File: config.mk
export PLATFORM = sky130hd
export DESIGN_NAME = sorted_priority_queue
export DESIGN_NICKNAME = d
export VERILOG_FILES = /design/src/hw/rtl/spq_pkg.sv /design/src/hw/rtl/spq_cell.sv /design/src/hw/rtl/sorted_priority_queue.sv
export SDC_FILE = /design/constraint.sdc
export NUM_CORES = 2
export LEC_CHECK = 0
export ABC_AREA = 1
export BUFFER_PORTS_ARGS = -buffer_cell sky130_fd_sc_hd__buf_2
export CAP_MARGIN = 20
export CORE_MARGIN = 5
export CORE_UTILIZATION = 35
export CTS_BUF_LIST = sky130_fd_sc_hd__clkbuf_8
export DETAILED_ROUTE_END_ITERATION = 7
export GPL_TIMING_DRIVEN = 0
export PLACE_DENSITY = 0.58
export SLEW_MARGIN = 5
export SYNTH_ARGS = -nofsm -noshare
export SYNTH_HDL_FRONTEND = slang
export SYNTH_SLANG_ARGS = --single-unit
File: constraint.sdc
create_clock -name clk -period 9.5 [get_ports clk]
set_input_delay 2.375 -clock clk [delete_from_list [all_inputs] [get_ports clk]]
set_output_delay 2.375 -clock clk [all_outputs]
set_load 0.05 [all_outputs]
File: src/hw/rtl/spq_pkg.sv
// shared types and codes for the sorted priority queue
`default_nettype none

package spq_pkg;

	// default number of entry cells
	localparam int SPQ_CAPACITY = 16;

	// data path widths
	localparam int DATA_W = 32;
	localparam int OCC_W  = 5;

	// operation codes
	typedef enum logic {
		CMD_INSERT  = 1'b0,
		CMD_DEQUEUE = 1'b1
	} cmd_t;

	// result status codes
	typedef enum logic [1:0] {
		ST_OK    = 2'd0,
		ST_EMPTY = 2'd1,
		ST_FULL  = 2'd2
	} status_t;

	// one stored entry as seen by the neighbor cells
	typedef struct packed {
		logic                     valid;
		logic signed [DATA_W-1:0] value;
		logic signed [DATA_W-1:0] prio;
	} entry_t;

	// operation broadcast to every cell
	typedef struct packed {
		logic                     ins;
		logic                     deq;
		logic signed [DATA_W-1:0] value;
		logic signed [DATA_W-1:0] prio;
	} cell_ctl_t;

endpackage

`default_nettype wire

File: src/hw/rtl/spq_cell.sv
// one slot of the sorted chain: holds an entry, shifts toward tail on insert, toward head on dequeue
`default_nettype none

module spq_cell (
	input  wire logic              clk,
	input  wire logic              arst_n,
	input  wire spq_pkg::cell_ctl_t ctl,
	input  wire spq_pkg::entry_t   left_entry,
	input  wire logic              left_place,
	input  wire spq_pkg::entry_t   right_entry,
	output spq_pkg::entry_t        entry,
	output logic                   place
);
	import spq_pkg::*;

	logic                     valid_q;
	logic signed [DATA_W-1:0] value_q;
	logic signed [DATA_W-1:0] prio_q;
	entry_t                   own;
	entry_t                   nxt;

	assign own   = '{valid: valid_q, value: value_q, prio: prio_q};
	assign entry = own;

	// new entry belongs here or further toward the head
	assign place = !valid_q || (prio_q < ctl.prio);

	// next contents of the slot
	always_comb begin
		nxt = own;
		if (ctl.ins) begin
			if (left_place) begin
				nxt = left_entry;
			end else if (place) begin
				nxt = '{valid: 1'b1, value: ctl.value, prio: ctl.prio};
			end
		end else if (ctl.deq) begin
			nxt = right_entry;
		end
	end

	// occupancy flag
	always_ff @(posedge clk or negedge arst_n) begin
		if (!arst_n) begin
			valid_q <= 1'b0;
		end else begin
			valid_q <= nxt.valid;
		end
	end

	// entry payload
	always_ff @(posedge clk) begin
		value_q <= nxt.value;
		prio_q  <= nxt.prio;
	end

endmodule

`default_nettype wire

File: src/hw/rtl/sorted_priority_queue.sv
// Sorted priority queue, highest priority first, built as a chain of CAPACITY entry cells.
// Every cell compares its priority with the incoming one in parallel and the whole chain
// shifts together, so the block takes one operation per clock unless stalled and presents its
// result in the cycle after the transfer. A single output register holds the result; while it
// waits under out_stall the input stalls, and a new transfer is taken in the same cycle the
// waiting result leaves. Ties are served in arrival order. An insert into a full queue is
// dropped with status full, a dequeue on an empty queue returns status empty. Occupancy
// reports the low five bits of the entry count.
`default_nettype none

module sorted_priority_queue #(
	parameter int CAPACITY = spq_pkg::SPQ_CAPACITY
) (
	input  wire logic                             clk,
	input  wire logic                             arst_n,
	input  wire logic                             in_valid,
	output logic                                  in_stall,
	input  wire logic                             command,
	input  wire logic signed [spq_pkg::DATA_W-1:0] item_value,
	input  wire logic signed [spq_pkg::DATA_W-1:0] item_priority,
	output logic                                  out_valid,
	input  wire logic                             out_stall,
	output logic signed [spq_pkg::DATA_W-1:0]      out_value,
	output logic signed [spq_pkg::DATA_W-1:0]      out_priority,
	output logic [1:0]                            status,
	output logic [spq_pkg::OCC_W-1:0]             occupancy
);
	import spq_pkg::*;

	localparam int CNT_W = $clog2(CAPACITY + 1);

	entry_t              cell_entry [CAPACITY];
	logic [CAPACITY-1:0] cell_place;
	entry_t              left_in    [CAPACITY];
	logic [CAPACITY-1:0] left_pl;
	entry_t              right_in   [CAPACITY];
	cell_ctl_t           ctl;

	logic                  in_xfer;
	logic                  is_deq;
	logic                  q_empty;
	logic                  q_full;
	logic [CNT_W-1:0]      count_q;
	logic [CNT_W-1:0]      count_d;
	logic [CNT_W+OCC_W-1:0] occ_ext;

	logic                     res_valid_q;
	logic signed [DATA_W-1:0] res_value_q;
	logic signed [DATA_W-1:0] res_prio_q;
	status_t                  res_status_q;
	logic [OCC_W-1:0]         res_occ_q;

	// handshake
	assign in_stall = res_valid_q && out_stall;
	assign in_xfer  = in_valid && !in_stall;
	assign is_deq   = (cmd_t'(command) == CMD_DEQUEUE);

	assign q_empty = !cell_entry[0].valid;
	assign q_full  = cell_entry[CAPACITY-1].valid;

	// operation broadcast, suppressed when it cannot take effect
	assign ctl = '{ins: in_xfer && !is_deq && !q_full,
	               deq: in_xfer && is_deq && !q_empty,
	               value: item_value, prio: item_priority};

	// cell chain
	for (genvar i = 0; i < CAPACITY; i++) begin : g_cell
		if (i == 0) begin : g_head
			assign left_in[i] = '0;
			assign left_pl[i] = 1'b0;
		end else begin : g_mid
			assign left_in[i] = cell_entry[i-1];
			assign left_pl[i] = cell_place[i-1];
		end
		if (i == CAPACITY - 1) begin : g_tail
			assign right_in[i] = '0;
		end else begin : g_body
			assign right_in[i] = cell_entry[i+1];
		end

		spq_cell u_cell (
			.clk         (clk),
			.arst_n      (arst_n),
			.ctl         (ctl),
			.left_entry  (left_in[i]),
			.left_place  (left_pl[i]),
			.right_entry (right_in[i]),
			.entry       (cell_entry[i]),
			.place       (cell_place[i])
		);
	end

	// entry count
	always_comb begin
		count_d = count_q;
		if (ctl.ins) begin
			count_d = count_q + CNT_W'(1);
		end else if (ctl.deq) begin
			count_d = count_q - CNT_W'(1);
		end
	end

	always_ff @(posedge clk or negedge arst_n) begin
		if (!arst_n) begin
			count_q <= '0;
		end else begin
			count_q <= count_d;
		end
	end

	assign occ_ext = {{OCC_W{1'b0}}, count_d};

	// result register valid
	always_ff @(posedge clk or negedge arst_n) begin
		if (!arst_n) begin
			res_valid_q <= 1'b0;
		end else if (in_xfer) begin
			res_valid_q <= 1'b1;
		end else if (!out_stall) begin
			res_valid_q <= 1'b0;
		end
	end

	// result payload
	always_ff @(posedge clk) begin
		if (in_xfer) begin
			res_value_q  <= ctl.deq ? cell_entry[0].value : '0;
			res_prio_q   <= ctl.deq ? cell_entry[0].prio : '0;
			res_occ_q    <= occ_ext[OCC_W-1:0];
			if (is_deq) begin
				res_status_q <= q_empty ? ST_EMPTY : ST_OK;
			end else begin
				res_status_q <= q_full ? ST_FULL : ST_OK;
			end
		end
	end

	assign out_valid    = res_valid_q;
	assign out_value    = res_value_q;
	assign out_priority = res_prio_q;
	assign status       = res_status_q;
	assign occupancy    = res_occ_q;

	// head slot is filled exactly when the count is nonzero
	a_head_count: assert property (@(posedge clk) disable iff (!arst_n)
		(count_q != '0) == cell_entry[0].valid)
		else $error("head cell occupancy disagrees with entry count");

	// tail slot is filled exactly when the queue is full
	a_tail_count: assert property (@(posedge clk) disable iff (!arst_n)
		(count_q == CNT_W'(CAPACITY)) == cell_entry[CAPACITY-1].valid)
		else $error("tail cell occupancy disagrees with entry count");

	// a dequeue on a nonempty queue returns the head it saw
	a_deq_head: assert property (@(posedge clk) disable iff (!arst_n)
		(in_xfer && is_deq && cell_entry[0].valid) |=>
		(out_valid && status == ST_OK && out_priority == $past(cell_entry[0].prio)))
		else $error("dequeue did not return the head entry");

	// neighboring filled cells stay in priority order
	for (genvar k = 1; k < CAPACITY; k++) begin : g_order
		a_sorted: assert property (@(posedge clk) disable iff (!arst_n)
			cell_entry[k].valid |-> (cell_entry[k-1].valid &&
			cell_entry[k-1].prio >= cell_entry[k].prio))
			else $error("cell chain out of priority order");
	end

endmodule

`default_nettype wire
==> metrics.txt <==
Max Fanout on Critical Path=50; Placed Area=72830 um2; reg2reg path depth=12; Vias per Instance=roughly 5.3; core area=roughly 190000 um2; Post-CTS Setup Inserts=0; PwrDens=roughly 230 nW/um2; post-synth top area share=between 40% and 50%; # clock sinks=1117; Worst Max-Slew Pin Slew=1.177 ns; Starting Density=around a third; Fmax=between 0.1 and 0.15 GHz; outcome=completed; clock latency on the worst-skew pair=just over 1 ns; count of state elements after synthesis=about 1.1k; GRT Residual Overflow=0; class of the worst hold path=reg -> reg; Die W=between 400 and 500 um; die height=~450 um; Synth cell types=35; Cell Area, Synth=67990 um2; min cycle time layout=around 6.7 ns; Post-CTS Resized=0; Hold Path Sink=count_q[4]; CP Cell Sequence=buf_2 > inv_1 > clkbuf_2 > ha_1 > nand4_1 > nor3_1 > nand2_1 > nor3_1 > nand2_1 > nand2_1 > nand2_1 > nand3_1 > clkbuf_1 > nand2_1 > nand2_4 > buf_16; Pre-Repair DR Iteration Count=6; dominant synthesized flop cell=edfxtp_1; GRT Total Usage=approximately a quarter; DP Cell Count=~11k; r2r startpoint=out_valid; Port Buffer Count=between 100 and 150; Post-synth EDFFs=approximately 1.1k; max cap viols=0; post-route ant nets=0; RSZ-0062 raised after global routing=no; hold depth=1; Leak Pwr=about 34 nW; worst vdd ir=about 170 uV; Worst Setup End Kind=register; drc violations=0; CTS tree=built; Final Slew Violations=0; Avg WL per Cell=between 20 and 25 um; Routed WL=257000 um; cell area after layout=76610 um2; cell mode on critical path=nand2_1; Syn Nets=8741; Pwr Total=between 15 and 20 mW; Syn. warnings=0; Layout Nets=around 9.1k; Final setup viols=0; DP HPWL=between 150000 and 200000 um; HP Start=count_q[4]; vias in the first global route=58.51k; largest stage delay on the critical path=roughly 0.84 ns; Syn Area/Cell=approximately 8.3 um2; Final Hold Fails=0; Crit Reg-Reg Endpoint=out_value[26]; H-tree levels=4; asr flop ratio synth=around 2.0%; Crit Path Category=in -> reg; layout cell share with drive strength beyond 1=between 8 and 9%; Arr. time, crit path=~7.3 ns; Tcrit/Tclk final=between 70 and 80%; WP data required=10.10 ns; worst reg2reg setup slack=around 4.8 ns; clock skew=roughly 0.079 ns; Critical Path Start Type=input pin; cts hold-fix bufs=0; Yosys top cell by area=edfxtp_1; clock-pin slew on the worst setup and hold paths=approximately 0.06 ns; worst rel slew slack=roughly a fifth; initial drt markers=about 6.2k; routed vias=59.78k; root buffer cell=clkbuf_8; std cell rows=approximately 160; Setup crit start=item_priority[31]; total CTS buffers=204; largest net degree at the start of global routing=53; post-synthesis sequential area ratio=49.18%; top cells by area, synth=edfxtp_1 48%, nand2_1 13%, ha_1 8.6%, nand3_1 6.4%, inv_1 5.7%; die footprint=between 200000 and 250000 um2; final cell count without fillers=approximately 11k; GPL Wtd Cong=approximately 0.93; CTS Buffer Depth=3; initial antenna violation count=46; Area Overhead vs Synth=12.69%; Slowest cell on crit path=clkbuf_1; first-pass GRT wire length=about 370000 um; I/O pin count=about 140; Mapped Cells=8205
worst max-delay path: cells and delay by family:
kind,cells,cell delay [ns]
adder cells (fa/ha/maj),1,0.67
buffers and inverters,5,2.00
AND/OR/NAND/NOR,10,2.05
where the power goes:
group / internal, mW / switching [mW]
combinational: 1.66 / 4.37
clock: 2.09 / 2.25
sequential: 6.73 / 0.452
state kept, by name, indices dropped and copies added (netlist names):
signal                 flops
g_cell.u_cell.valid_q     16
status                     2
occupancy                  5
g_cell.u_cell.prio_q     512
out_priority              32
out_value                 32
out_valid                  1
count_q                    5
g_cell.u_cell.value_q    512
per-stage QoR:
step	hold WS (ns)	setup slack, ns	util (%)	TNS (ns)
final	0.4768	2.803	39.74	0
after global routing	0.5047	2.745	39.71	0
after global placement	0.4639	-4.851	37.27	-5958.20
after floorplan	0.4388	0.3463	-	0
after detailed placement	0.4720	1.920	37.78	0
after CTS	0.4845	2.949	39.69	0
placed cells by master, fill, tap and decap left out, types with 39 or more instances in the layout:
cell type	synthesis	final
edfxtp_1	1095	1095
o21ai_1	312	312
diode_2	0	39
clkinv_1	0	51
a21oi_1	364	364
o21ai_0	772	772
buf_6	29	41
inv_1	1031	1095
nand3_1	865	864
nor2_1	236	235
clkbuf_8	0	213
nand2_1	2420	2418
ha_1	467	467
buf_2	178	319
clkbuf_1	218	200
how the worst max path moves through the flow:
stage	end	cells after the start
3_3_place_gp	g_cell[15].u_cell.value_q[3]	9
4_1_cts	g_cell[2].u_cell.prio_q[6]	16
3_5_place_dp	g_cell[2].u_cell.prio_q[6]	16
5_1_grt	g_cell[2].u_cell.prio_q[6]	16
2_1_floorplan	g_cell[15].u_cell.prio_q[0]	8
6_report	g_cell[2].u_cell.prio_q[6]	16
final cells by class:
class,instances,area (um2)
fill,19520,116200
sequential,1117,33430
multi-input combinational,5556,28250
inverter,1032,3906
tap,2526,3161
clock buffer,213,2932
buffer,500,2480
timing repair buffer,187,1604
clock inverter,158,750.7
antenna,39,97.59
layer usage:
metal	vias up	GRT usage, %	wire length [um]	part of all wire (%)
met1	28270	31.04	103400	40
met2	2663	39.44	116100	45
li1	28340	-	-	-
met5	-	0	85	0.033
met3	498	5.749	25280	9.8
met4	12	11.13	12080	4.7
cells in the mapped netlist (all sizes together) (2+ instances only):
cell    instances
a21o            3
a21oi         364
a31oi          10
buf           282
clkbuf        218
dfrtp          22
edfxtp       1095
ha            467
inv          1032
nand2        2420
nand3         873
nand3b          2
nand4          27
nor2          245
nor3           13
nor4            7
o211ai          9
o21a           22
o21ai        1084
xor2            3
cell families after synthesis:
logic type      count (synthesis)  synth area share [%]
compound gates               1495                 11.16
xor+xnor                        4               0.05154
fa+ha+maj                     467                 8.595
buf+inv                      1532                 9.311
flops                        1117                 49.18
simple gates                 3590                 21.71
No activity file was read; power rests on OpenSTA's default activity.
